`src/lbf_pkg.sv`:
```
// shared types and constants of the led breathing and level fader
// no dependencies
`default_nettype none
package lbf_pkg;

    localparam int CHANNELS_DEF    = 6;
    localparam int LEVEL_STEPS_DEF = 20;
    localparam int OUT_CH          = 6;

    localparam int MODES_W    = 12;
    localparam int DIV_W      = 4;
    localparam int THRESH_W   = 16;
    localparam int CFG_W      = 16;
    localparam int CFG_IDX_W  = 2;
    localparam int STEP_W     = 12;
    localparam int HOLD_W     = 9;
    localparam int LEVEL_W    = 5;
    localparam int DUTY_W     = 8;
    localparam int DIVIDEND_W = 13;
    localparam int DIVISOR_W  = 8;

    localparam logic [DUTY_W-1:0] FULL      = 8'd255;
    localparam logic [HOLD_W-1:0] HOLD_TIME = 9'd511;

    localparam logic [CFG_IDX_W-1:0] REG_MODES    = 2'd0;
    localparam logic [CFG_IDX_W-1:0] REG_BRIGHTEN = 2'd1;
    localparam logic [CFG_IDX_W-1:0] REG_DARKEN   = 2'd2;
    localparam logic [CFG_IDX_W-1:0] REG_THRESH   = 2'd3;

    localparam logic [1:0] MODE_OFF    = 2'd0;
    localparam logic [1:0] MODE_BREATH = 2'd1;
    localparam logic [1:0] MODE_IDLE   = 2'd2;
    localparam logic [1:0] MODE_PUSH   = 2'd3;

    localparam logic [1:0] PH_UP     = 2'd0;
    localparam logic [1:0] PH_HOLD_H = 2'd1;
    localparam logic [1:0] PH_DOWN   = 2'd2;
    localparam logic [1:0] PH_HOLD_L = 2'd3;

    typedef struct packed {
        logic        func;
        logic [15:0] idle_ms;
    } t_in;

    typedef struct packed {
        logic [7:0] duty_ch0;
        logic [7:0] duty_ch1;
        logic [7:0] duty_ch2;
        logic [7:0] duty_ch3;
        logic [7:0] duty_ch4;
        logic [7:0] duty_ch5;
        logic [5:0] pwm_enable_mask;
    } t_out;

    typedef struct packed {
        logic                  start;
        logic [DIVIDEND_W-1:0] dividend;
        logic [DIVISOR_W-1:0]  divisor;
    } t_div_req;

endpackage
`default_nettype wire

```
`src/lbf_divider.sv`:
```
// shared restoring divider, one quotient bit per cycle
// depends on lbf_pkg
`default_nettype none
module lbf_divider (
    input  wire                                i_clk,
    input  wire                                i_rst_n,
    input  lbf_pkg::t_div_req                  i_req,
    output logic                               o_busy,
    output logic                               o_done,
    output logic [lbf_pkg::DIVIDEND_W-1:0]     o_quot
);
    import lbf_pkg::*;

    localparam int CNT_W = $clog2(DIVIDEND_W + 1);

    logic [DIVISOR_W-1:0]  r_rem, n_rem;
    logic [DIVIDEND_W-1:0] r_q, n_q;
    logic [DIVISOR_W-1:0]  r_div;
    logic [CNT_W-1:0]      r_cnt;
    logic                  r_busy, r_done;
    logic [DIVISOR_W:0]    rem_sh;
    logic                  ge;

    always_comb begin
        rem_sh = {r_rem, r_q[DIVIDEND_W-1]};
        ge     = rem_sh >= {1'b0, r_div};
        n_rem  = ge ? DIVISOR_W'(rem_sh - {1'b0, r_div}) : rem_sh[DIVISOR_W-1:0];
        n_q    = {r_q[DIVIDEND_W-2:0], ge};
    end

    always_ff @(posedge i_clk) begin
        if (!i_rst_n) begin
            r_busy <= 1'b0;
            r_done <= 1'b0;
            r_cnt  <= '0;
        end else begin
            r_done <= 1'b0;
            if (i_req.start) begin
                r_busy <= 1'b1;
                r_cnt  <= '0;
            end else if (r_busy) begin
                r_cnt <= r_cnt + 1'b1;
                if (r_cnt == CNT_W'(DIVIDEND_W - 1)) begin
                    r_busy <= 1'b0;
                    r_done <= 1'b1;
                end
            end
        end
    end

    always_ff @(posedge i_clk) begin
        if (i_req.start) begin
            r_rem <= '0;
            r_q   <= i_req.dividend;
            r_div <= i_req.divisor;
        end else if (r_busy) begin
            r_rem <= n_rem;
            r_q   <= n_q;
        end
    end

    assign o_busy = r_busy;
    assign o_done = r_done;
    assign o_quot = r_q;

endmodule
`default_nettype wire

```
`src/led_breathing_and_level_fader.sv`:
```
// led breathing and pushed-level fader, channels handled one after another
// per channel: S_LOAD, then S_DIV when a division is needed, then S_WRITE;
// after the last channel S_OUT presents the result; one item in flight at a time
// the 13-step shared divider sets the pace; synchronous active-low reset
// clears all channel state and loads the register defaults
// depends on lbf_pkg and lbf_divider
`default_nettype none
module led_breathing_and_level_fader #(
    parameter int CHANNELS    = lbf_pkg::CHANNELS_DEF,
    parameter int LEVEL_STEPS = lbf_pkg::LEVEL_STEPS_DEF
) (
    input  wire                               i_clk,
    input  wire                               i_rst_n,
    input  wire                               i_valid,
    output logic                              o_stall,
    input  lbf_pkg::t_in                      i_data,
    output logic                              o_valid,
    input  wire                               i_stall,
    output lbf_pkg::t_out                     o_data,
    input  wire                               i_cfg_we,
    input  wire [lbf_pkg::CFG_IDX_W-1:0]      i_cfg_idx,
    input  wire [lbf_pkg::CFG_W-1:0]          i_cfg_data
);
    import lbf_pkg::*;

    localparam int CH_W = (CHANNELS > 1) ? $clog2(CHANNELS) : 1;
    localparam logic [LEVEL_W-1:0]   LSTEPS   = LEVEL_W'(LEVEL_STEPS);
    localparam logic [DIVISOR_W-1:0] LOSS_DIV = DIVISOR_W'(255 / LEVEL_STEPS);

    localparam logic [2:0] S_IDLE  = 3'd0;
    localparam logic [2:0] S_LOAD  = 3'd1;
    localparam logic [2:0] S_DIV   = 3'd2;
    localparam logic [2:0] S_WRITE = 3'd3;
    localparam logic [2:0] S_OUT   = 3'd4;

    logic [2:0]            r_state;
    logic [CH_W-1:0]       r_ch;
    logic                  r_func;
    logic [15:0]           r_idle;
    logic [MODES_W-1:0]    r_modes;
    logic [DIV_W-1:0]      r_bdiv, r_ddiv;
    logic [THRESH_W-1:0]   r_thresh;
    logic                  r_ovalid;
    t_out                  r_out;

    logic [1:0]            r_phase [CHANNELS];
    logic [STEP_W-1:0]     r_step  [CHANNELS];
    logic [HOLD_W-1:0]     r_hold  [CHANNELS];
    logic [LEVEL_W-1:0]    r_level [CHANNELS];
    logic [DUTY_W-1:0]     r_pduty [CHANNELS];
    logic [DUTY_W-1:0]     r_duty  [CHANNELS];
    logic                  r_en    [CHANNELS];

    t_div_req              div_req;
    logic                  div_busy, div_done;
    logic [DIVIDEND_W-1:0] quot;

    logic [1:0]            mode, cph, n_phase;
    logic [MODES_W-1:0]    modes_sh;
    logic [DIV_W-1:0]      b_eff, d_eff;
    logic [STEP_W-1:0]     cnt, lim_b, lim_d, n_step;
    logic [STEP_W:0]       inc;
    logic [HOLD_W-1:0]     n_hold;
    logic [LEVEL_W-1:0]    clev, n_level, lev_up;
    logic [DUTY_W-1:0]     cpd, n_pduty, n_duty, pd_dec;
    logic                  n_en, breathe_on, push_on, need_div;
    logic [DUTY_W-1:0]     dv [OUT_CH];
    logic [OUT_CH-1:0]     mask;

    lbf_divider u_div (
        .i_clk   (i_clk),
        .i_rst_n (i_rst_n),
        .i_req   (div_req),
        .o_busy  (div_busy),
        .o_done  (div_done),
        .o_quot  (quot)
    );

    always_comb begin
        modes_sh   = r_modes >> {r_ch, 1'b0};
        mode       = modes_sh[1:0];
        b_eff      = (r_bdiv == '0) ? DIV_W'(1) : r_bdiv;
        d_eff      = (r_ddiv == '0) ? DIV_W'(1) : r_ddiv;
        lim_b      = {b_eff, 8'b0} - STEP_W'(b_eff);
        lim_d      = {d_eff, 8'b0} - STEP_W'(d_eff);
        breathe_on = (mode == MODE_BREATH) || ((mode == MODE_IDLE) && (r_idle > r_thresh));
        push_on    = (mode == MODE_PUSH);
        cph        = r_phase[r_ch];
        cnt        = r_step[r_ch];
        clev       = r_level[r_ch];
        cpd        = r_pduty[r_ch];
        inc        = {1'b0, cnt} + 1'b1;
        pd_dec     = cpd - 1'b1;
        lev_up     = clev + 1'b1;

        need_div = 1'b0;
        div_req  = '0;
        if (!r_func) begin
            if (breathe_on && (cph == PH_UP || cph == PH_DOWN)) begin
                need_div         = 1'b1;
                div_req.dividend = DIVIDEND_W'(cnt);
                div_req.divisor  = DIVISOR_W'((cph == PH_UP) ? b_eff : d_eff);
            end else if (push_on && r_hold[r_ch] == '0 && cpd != '0
                         && inc >= (STEP_W+1)'(d_eff)) begin
                need_div         = 1'b1;
                div_req.dividend = DIVIDEND_W'(FULL - pd_dec);
                div_req.divisor  = LOSS_DIV;
            end
        end else if (clev < LSTEPS) begin
            need_div         = 1'b1;
            div_req.dividend = {lev_up, 8'b0} - DIVIDEND_W'(lev_up);
            div_req.divisor  = DIVISOR_W'(LSTEPS);
        end
        div_req.start = (r_state == S_LOAD) && need_div;

        n_phase = cph;
        n_step  = cnt;
        n_hold  = r_hold[r_ch];
        n_level = clev;
        n_pduty = cpd;
        n_duty  = r_duty[r_ch];
        n_en    = r_en[r_ch];
        if (!r_func) begin
            if (breathe_on) begin
                unique case (cph)
                    PH_UP: begin
                        n_duty = (quot > DIVIDEND_W'(FULL)) ? FULL : quot[DUTY_W-1:0];
                        if (cnt >= lim_b) n_phase = PH_HOLD_H;
                        n_step = cnt + 1'b1;
                    end
                    PH_HOLD_H: begin
                        if (cnt >= lim_d) begin
                            n_phase = PH_DOWN;
                            n_step  = STEP_W'(1);
                        end else begin
                            n_step = cnt + 1'b1;
                        end
                    end
                    PH_DOWN: begin
                        n_duty = (quot > DIVIDEND_W'(FULL)) ? '0 : FULL - quot[DUTY_W-1:0];
                        if (cnt >= lim_d) n_phase = PH_HOLD_L;
                        n_step = cnt + 1'b1;
                    end
                    default: begin
                        if (cnt >= lim_b) begin
                            n_phase = PH_UP;
                            n_step  = STEP_W'(1);
                        end else begin
                            n_step = cnt + 1'b1;
                        end
                    end
                endcase
                n_en = 1'b1;
            end else if (push_on) begin
                if (r_hold[r_ch] != '0) begin
                    n_hold = r_hold[r_ch] - 1'b1;
                end else if (cpd != '0) begin
                    if (inc >= (STEP_W+1)'(d_eff)) begin
                        n_step  = '0;
                        n_pduty = pd_dec;
                        n_level = (quot >= DIVIDEND_W'(LSTEPS)) ? '0
                                  : LSTEPS - quot[LEVEL_W-1:0];
                    end else begin
                        n_step = inc[STEP_W-1:0];
                    end
                end else begin
                    n_level = '0;
                    n_step  = '0;
                end
                n_duty = n_pduty;
                n_en   = 1'b1;
            end else begin
                n_duty  = '0;
                n_en    = 1'b0;
                n_step  = '0;
                n_phase = PH_UP;
            end
        end else if (clev < LSTEPS) begin
            n_hold  = HOLD_TIME;
            n_level = lev_up;
            n_pduty = quot[DUTY_W-1:0];
        end
    end

    genvar g;
    generate
        for (g = 0; g < OUT_CH; g++) begin : g_out
            if (g < CHANNELS) begin : g_on
                assign dv[g]   = r_duty[g];
                assign mask[g] = r_en[g];
            end else begin : g_off
                assign dv[g]   = '0;
                assign mask[g] = 1'b0;
            end
        end
    endgenerate

    always_ff @(posedge i_clk) begin
        if (!i_rst_n) begin
            r_modes  <= 12'd1365;
            r_bdiv   <= 4'd3;
            r_ddiv   <= 4'd5;
            r_thresh <= 16'd1000;
        end else if (i_cfg_we) begin
            unique case (i_cfg_idx)
                REG_MODES:    r_modes  <= i_cfg_data[MODES_W-1:0];
                REG_BRIGHTEN: r_bdiv   <= i_cfg_data[DIV_W-1:0];
                REG_DARKEN:   r_ddiv   <= i_cfg_data[DIV_W-1:0];
                REG_THRESH:   r_thresh <= i_cfg_data[THRESH_W-1:0];
                default: ;
            endcase
        end
    end

    always_ff @(posedge i_clk) begin
        if (!i_rst_n) begin
            r_state  <= S_IDLE;
            r_ch     <= '0;
            r_ovalid <= 1'b0;
            for (int c = 0; c < CHANNELS; c++) begin
                r_phase[c] <= PH_UP;
                r_step[c]  <= '0;
                r_hold[c]  <= '0;
                r_level[c] <= '0;
                r_pduty[c] <= '0;
                r_duty[c]  <= '0;
                r_en[c]    <= 1'b0;
            end
        end else begin
            if (r_state == S_OUT && (!r_ovalid || !i_stall)) begin
                r_ovalid <= 1'b1;
            end else if (r_ovalid && !i_stall) begin
                r_ovalid <= 1'b0;
            end
            unique case (r_state)
                S_IDLE: begin
                    if (i_valid) begin
                        r_func  <= i_data.func;
                        r_idle  <= i_data.idle_ms;
                        r_ch    <= '0;
                        r_state <= S_LOAD;
                    end
                end
                S_LOAD: r_state <= need_div ? S_DIV : S_WRITE;
                S_DIV: if (div_done) r_state <= S_WRITE;
                S_WRITE: begin
                    r_phase[r_ch] <= n_phase;
                    r_step[r_ch]  <= n_step;
                    r_hold[r_ch]  <= n_hold;
                    r_level[r_ch] <= n_level;
                    r_pduty[r_ch] <= n_pduty;
                    r_duty[r_ch]  <= n_duty;
                    r_en[r_ch]    <= n_en;
                    if (r_ch == CH_W'(CHANNELS - 1)) begin
                        r_state <= S_OUT;
                    end else begin
                        r_ch    <= r_ch + 1'b1;
                        r_state <= S_LOAD;
                    end
                end
                S_OUT: begin
                    if (!r_ovalid || !i_stall) begin
                        r_out    <= '{dv[0], dv[1], dv[2], dv[3], dv[4], dv[5], mask};
                        r_state  <= S_IDLE;
                    end
                end
                default: r_state <= S_IDLE;
            endcase
        end
    end

    assign o_stall = (r_state != S_IDLE);
    assign o_valid = r_ovalid;
    assign o_data  = r_out;

    a_div_busy: assert property (@(posedge i_clk) disable iff (!i_rst_n)
        (r_state == S_DIV && !div_done) |-> div_busy)
        else $error("divider idle while sequencer waits");
    a_accept_load: assert property (@(posedge i_clk) disable iff (!i_rst_n)
        (i_valid && !o_stall) |=> (r_state == S_LOAD && r_ch == '0))
        else $error("accepted transfer did not start channel sweep");
    a_ch_range: assert property (@(posedge i_clk) disable iff (!i_rst_n)
        r_ch <= CH_W'(CHANNELS - 1))
        else $error("channel index out of range");
    a_no_restart: assert property (@(posedge i_clk) disable iff (!i_rst_n)
        div_req.start |-> !div_busy)
        else $error("divider restarted while busy");

endmodule
`default_nettype wire

```
`config.mk`:
```
export PLATFORM = sky130hd
export DESIGN_NAME = led_breathing_and_level_fader
export DESIGN_NICKNAME = d
export VERILOG_FILES = /design/src/lbf_pkg.sv /design/src/lbf_divider.sv /design/src/led_breathing_and_level_fader.sv
export SDC_FILE = /design/constraint.sdc
export NUM_CORES = 1
export LEC_CHECK = 0
export ABC_CLOCK_PERIOD_IN_PS = 5000
export BUFFER_PORTS_ARGS = -buffer_cell sky130_fd_sc_hd__buf_2
export CAP_MARGIN = 20
export CORE_MARGIN = 2
export CORE_UTILIZATION = 63
export CTS_BUF_LIST = sky130_fd_sc_hd__clkbuf_4
export CTS_CLUSTER_SIZE = 16
export DETAILED_ROUTE_END_ITERATION = 12
export GPL_TIMING_DRIVEN = 0
export HOLD_SLACK_MARGIN = 0.03
export MAX_ROUTING_LAYER = met4
export PLACE_DENSITY = 0.81
export SLEW_MARGIN = 25
export SYNTH_ARGS = -nofsm -noshare
export SYNTH_HDL_FRONTEND = slang
export SYNTH_SLANG_ARGS = --single-unit
```
`constraint.sdc`:
```
create_clock -name i_clk -period 5 [get_ports i_clk]
set_input_delay 0.25 -clock i_clk [delete_from_list [all_inputs] [get_ports i_clk]]
set_output_delay 0.25 -clock i_clk [all_outputs]
set_load 0.005 [all_outputs]
```
Word-level counts from Yosys, hierarchy flattened
Memory sizes are Yosys's and may differ from the RTL's. A register that Yosys moved wholly into a read port is not among the register bits. Index checks and enable logic that the tools add are counted.

Register bits: 95. Bits of input ports: 40. Memory bits (writable): 270. Output and inout bits: 56. Memories kept: 7.

Reductions and logical operators: 45. $lt $le $gt $ge: 8. Shift operators: 1. Mux-type cells: 110. $add $sub $neg: 14. Bitwise logic cells: 2. Equal/unequal tests: 21.

Memories: r_step (depth 6, width 12, read ports 1, clocked after Yosys merged registers in 1, write ports 6, RTL line led_breathing_and_level_fader.sv:47) `logic [STEP_W-1:0] r_step [CHANNELS];`; r_hold (depth 6, width 9, read ports 1, clocked after Yosys merged registers in 1, write ports 6, RTL line led_breathing_and_level_fader.sv:48) `logic [HOLD_W-1:0] r_hold [CHANNELS];`; r_duty (depth 6, width 8, read ports 6, clocked after Yosys merged registers in 6, write ports 6, RTL line led_breathing_and_level_fader.sv:51) `logic [DUTY_W-1:0] r_duty [CHANNELS];`; r_pduty (depth 6, width 8, read ports 1, clocked after Yosys merged registers in 1, write ports 6, RTL line led_breathing_and_level_fader.sv:50) `logic [DUTY_W-1:0] r_pduty [CHANNELS];`; r_level (depth 6, width 5, read ports 1, clocked after Yosys merged registers in 1, write ports 6, RTL line led_breathing_and_level_fader.sv:49) `logic [LEVEL_W-1:0] r_level [CHANNELS];`; r_phase (depth 6, width 2, read ports 1, clocked after Yosys merged registers in 1, write ports 6, RTL line led_breathing_and_level_fader.sv:46) `logic [1:0] r_phase [CHANNELS];`; +1 memories.

Operator list (number): $mux 8 (15); $mux 12 (9); $mux 21 (4); $mux 3 (23); $mux 9 (6); $mux 5 (9); $mux 1 (26); $mux 13 (2); $ge 12x12->1 (2); $pmux 12 s2 (1); $sub 12x4->12 (2); $gt 16x16->1 (1); $mux 2 (8); $pmux 8 s2 (1); $reduce_or 8->1 (2); $pmux 3 s5 (1); $reduce_and 3->1 (5); $add 12x1->13 const B (1); $ge 13x4->1 (1); $ge 13x5->1 const B (1); $gt 13x8->1 const B (1); $sub 13x5->13 (1); $add 12x1->12 const B (1); $mux 4 (3); other kinds (43) (75).

Longest topological paths before layout
Word-level depth: 10. Depth in mapped cells: 19. Mapped depth without buffers: 16.

Hierarchy
From an unflattened synthesis, not the netlist that was laid out.

Cell total of the unflattened synthesis: 1908. Area total of the unflattened synthesis: 23839.1 sq um.

By module, submodules not included: led_breathing_and_level_fader (instances 1, sequential area each 13272.7 sq um, cells each 1737, area each 21988.6 sq um); lbf_divider (instances 1, sequential area each 910.9 sq um, cells each 171, area each 1850.5 sq um).

Worst setup path after synthesis
OpenSTA, ideal clock, no wires.

Kind: flip-flop to flip-flop. Start: register (tool-made name). End: register u_div.r_q[0] (netlist: u_div.o_quot[0]), enable pin. Period minus slack after synthesis: 4546 ps. Buffers on the path: 8. Arrival time: 4222 ps. Required time: 4676 ps. Slack: 454 ps. Cell stages (with the launch flop): 19. Cells stage by stage: dfxtp_1 -> buf_6 -> buf_12 -> buf_12 -> buf_12 -> buf_6 -> buf_6 -> buf_6 -> mux4_2 -> mux2i_1 -> ha_1 -> o21ai_1 -> nor4_4 -> o21ai_2 -> nor2_1 -> o21ai_4 -> a31oi_1 -> buf_4 -> or2_2.

RTL lines: end signal: assignment (RTL line lbf_divider.sv:54) `r_q <= i_req.dividend;`; end signal: assignment (RTL line lbf_divider.sv:58) `r_q <= n_q;`; end: declaration (RTL line lbf_divider.sv:17) `logic [DIVIDEND_W-1:0] r_q, n_q;`.

==> qor.csv <==
metric;value;unit
htree_levels;3;
vias;17858;
cp.arrival;5.45;ns
place_ws;-0.968;ns
port_buffers;93;
drtPass1Iterations;7;
cts_tree;built;
totalPowerFinal;9.28;mW
ff2ff_path_depth;15;
cellLeakagePower;10.2;nW
fin_ws;0.0940;ns
clk_pin_slew;0.07;ns
cts_max_path_buffers;3;
fillCellCount;2469;
grt_max_degree;37;
core_region_area;37500;sq um
grt_pass1_vias;17320;
fp.dieW;199;um
path_max_fanout;10;
syn2layout_area_growth;16.2;%
synth_common_cells;edfxtp_1, nor2_1, nand2_1;
cts.sinks;491;
critical_path_class;reg2reg;
end_kind;register;
worstPathRequired;5.54;ns
fin_setup_tns;0;ns
cts_buffers;119;
max_cap_violations;0;
track_usage;0.363;
stdcell_area;27700;sq um
synth.area.top_cells;edfxtp_1, mux4_2, dfxtp_1;
yosysMostFrequentCell;edfxtp_1;
synth.avg_cell_area;12.7;sq um
vias_per_cell;6.44;
die_h;199;um
net-switching-power;2.47;mW
synth_seq_cells;491;
holdWs;0.110;ns
synth_top_area_cell;edfxtp_1;
crit_path_start_kind;register;
gp_congestion;1.01;
dieArea;39400;sq um
slew_headroom;0.224;
power.density;335;nW/um^2
ys_seq_area_frac;0.591;
hp-class;in2reg;
start_util;0.636;
cts_root_buf;clkbuf_4;
io_pins;96;
setup_viol;0;
status;finished, final reports clean;
seqCellArea;14100;sq um
combPwrFrac;0.134;
yosysWarnings;0;
p_seq_frac;0.506;
synth_edf_count;426;
syn_inst;1879;
drtIter0Drc;2007;
whs_path_depth;2;
placed_area;25200;sq um
period_needed;4.91;ns
fmax;0.204;GHz
synthDistinctLibCells;98;
antenna_left;0;
final_cells;2771;
swShare;0.266;
nets;2279;
synthArstFlopShare;0;
drc;0;
placementRows;71;
globalRouteOverflowTotal;0;
p_clk_frac;0.360;
antenna_found_initial;2;
drv_slew;0;
fin_util;0.739;
worst_pin_slew;1.16;ns
synth_top_area_frac;0.537;
hold_violations;0;
multi_input_area;9340;sq um
dp.cells;2500;
finalWirelength;69000;um
synthFlopType;edfxtp_1;
grt_pass1_wl;102000;um
synth_area;23800;sq um
wl_per_cell;24.9;um
ir_worst_vdd;0.237;mV
fin_skew;0.0674;ns
drive_above_1_share;0.245;
insertion_delay;0.88;ns
min_period_over_period;0.981;
p_int;6.81;mW
post-dp-hpwl;46100;um
[power groups by stage]
stage                     registers [mW]  logic, mW  clock network [mW]
after floorplan                     4.75      0.806                   0
after global placement              4.78       1.08                   0
after detailed placement            4.78       1.12                   0
after CTS                           4.69       1.18                3.35
after global routing                4.71       1.32                3.57
final                               4.70       1.24                3.34
[final timing paths]
| kind | from | end | slack (ns) |
|---|---|---|---|
| max reg2reg | register | r_step[6][2] | 0.09 |
| max | register | r_step[6][2] | 0.09 |
| min reg2reg | r_duty[0][4] | o_data[50] | 0.41 |
| min | i_data[3] | r_idle[3] | 0.11 |
[placed cells by master, fill, tap and decap left out, types with 11 or more instances in the layout]
cell type      Yosys  final
mux2_2            14     14
and2_1            16     16
mux4_2            69     69
o211ai_1          21     21
dlygate4sd3_1      0     43
nand2b_1          14     14
nor2b_1           33     33
nand2_1          146    141
a21o_1            15     15
nor2_1           264    259
nor3_1            45     41
clkbuf_4           0    176
ha_1              66     65
edfxtp_1         426    426
buf_2             14    103
nand4_1           17     17
a211oi_1          12     12
inv_1             74     74
xnor2_1           23     23
dfxtp_1           65     63
mux2_4            11     11
xor2_1            17     17
clkinv_1           1     20
a21oi_1           72     71
nor3b_1           18     18
buf_4              6     34
clkbuf_1          59     57
o21ai_0           41     38
nor4_1            13     12
nand3_1           45     44
mux2i_1           53     35
[layer usage]
layer	vias to the layer above	GRT usage	wire length, um
li1	7695	-	-
met1	8648	0.461	25500
met2	1273	0.562	32500
met3	242	0.0807	7880
met4	0	0.173	3070
met5	-	-	0
[critical path, stage by stage (launching register included)]
cell and delay (ns):
dfxtp_1 0.34, clkbuf_4 0.23, buf_6 0.20, buf_4 0.25, buf_4 0.27, buf_4 0.28
buf_4 0.26, mux4_2 0.36, mux2i_4 0.29, ha_4 0.21, o21ai_2 0.12, o31ai_4 0.48
nand2_1 0.43, a31oi_1 0.35, a2bb2oi_2 0.33, nand2_1 0.16
[registers in the layout (all words and copies together) (netlist names), 5 cells and up, named ones only]
register,flops
r_duty,48
r_phase,16
u_div.o_quot,13
r_step,96
r_hold,72
r_thresh,16
u_div.r_div,5
r_idle,16
u_div.r_rem,8
o_data,54
r_level,40
r_en,6
r_pduty,64
r_modes,12
[cell families (layout without fill, tap and decap cells)]
kind of cell	count (synthesis)	count (layout)	synth area share
AND/OR/NAND/NOR	670	670	0.134
flip-flops	491	491	0.591
AO/OA/AOI/OAI	285	285	0.0871
buffers and inverters	175	553	0.0338
multiplexers	150	150	0.103
adder cells (fa/ha/maj)	67	67	0.0355
XOR/XNOR	40	40	0.0147
other	1	4	0.000157
[what timing repair did]
action / in CTS / in global routing
gates resized for setup: 38 / 36
hold buffers: 43 / 0
endpoints found under the hold margin: 85 / 0
pin swaps: 8 / 4
setup endpoints to repair: 356 / 371
buffers inserted: 8 / 12
[final cells by class]
class,count,share of cell area
diodes,2,0.000181
inverters,80,0.0108
clock inverters,35,0.00845
well taps,511,0.0231
clock buffers,172,0.0466
repair buffers,172,0.0449
multi-input cells,1214,0.337
flip-flops and latches,491,0.509
plain buffers,94,0.0198
No activity file was read; power rests on OpenSTA's default activity.
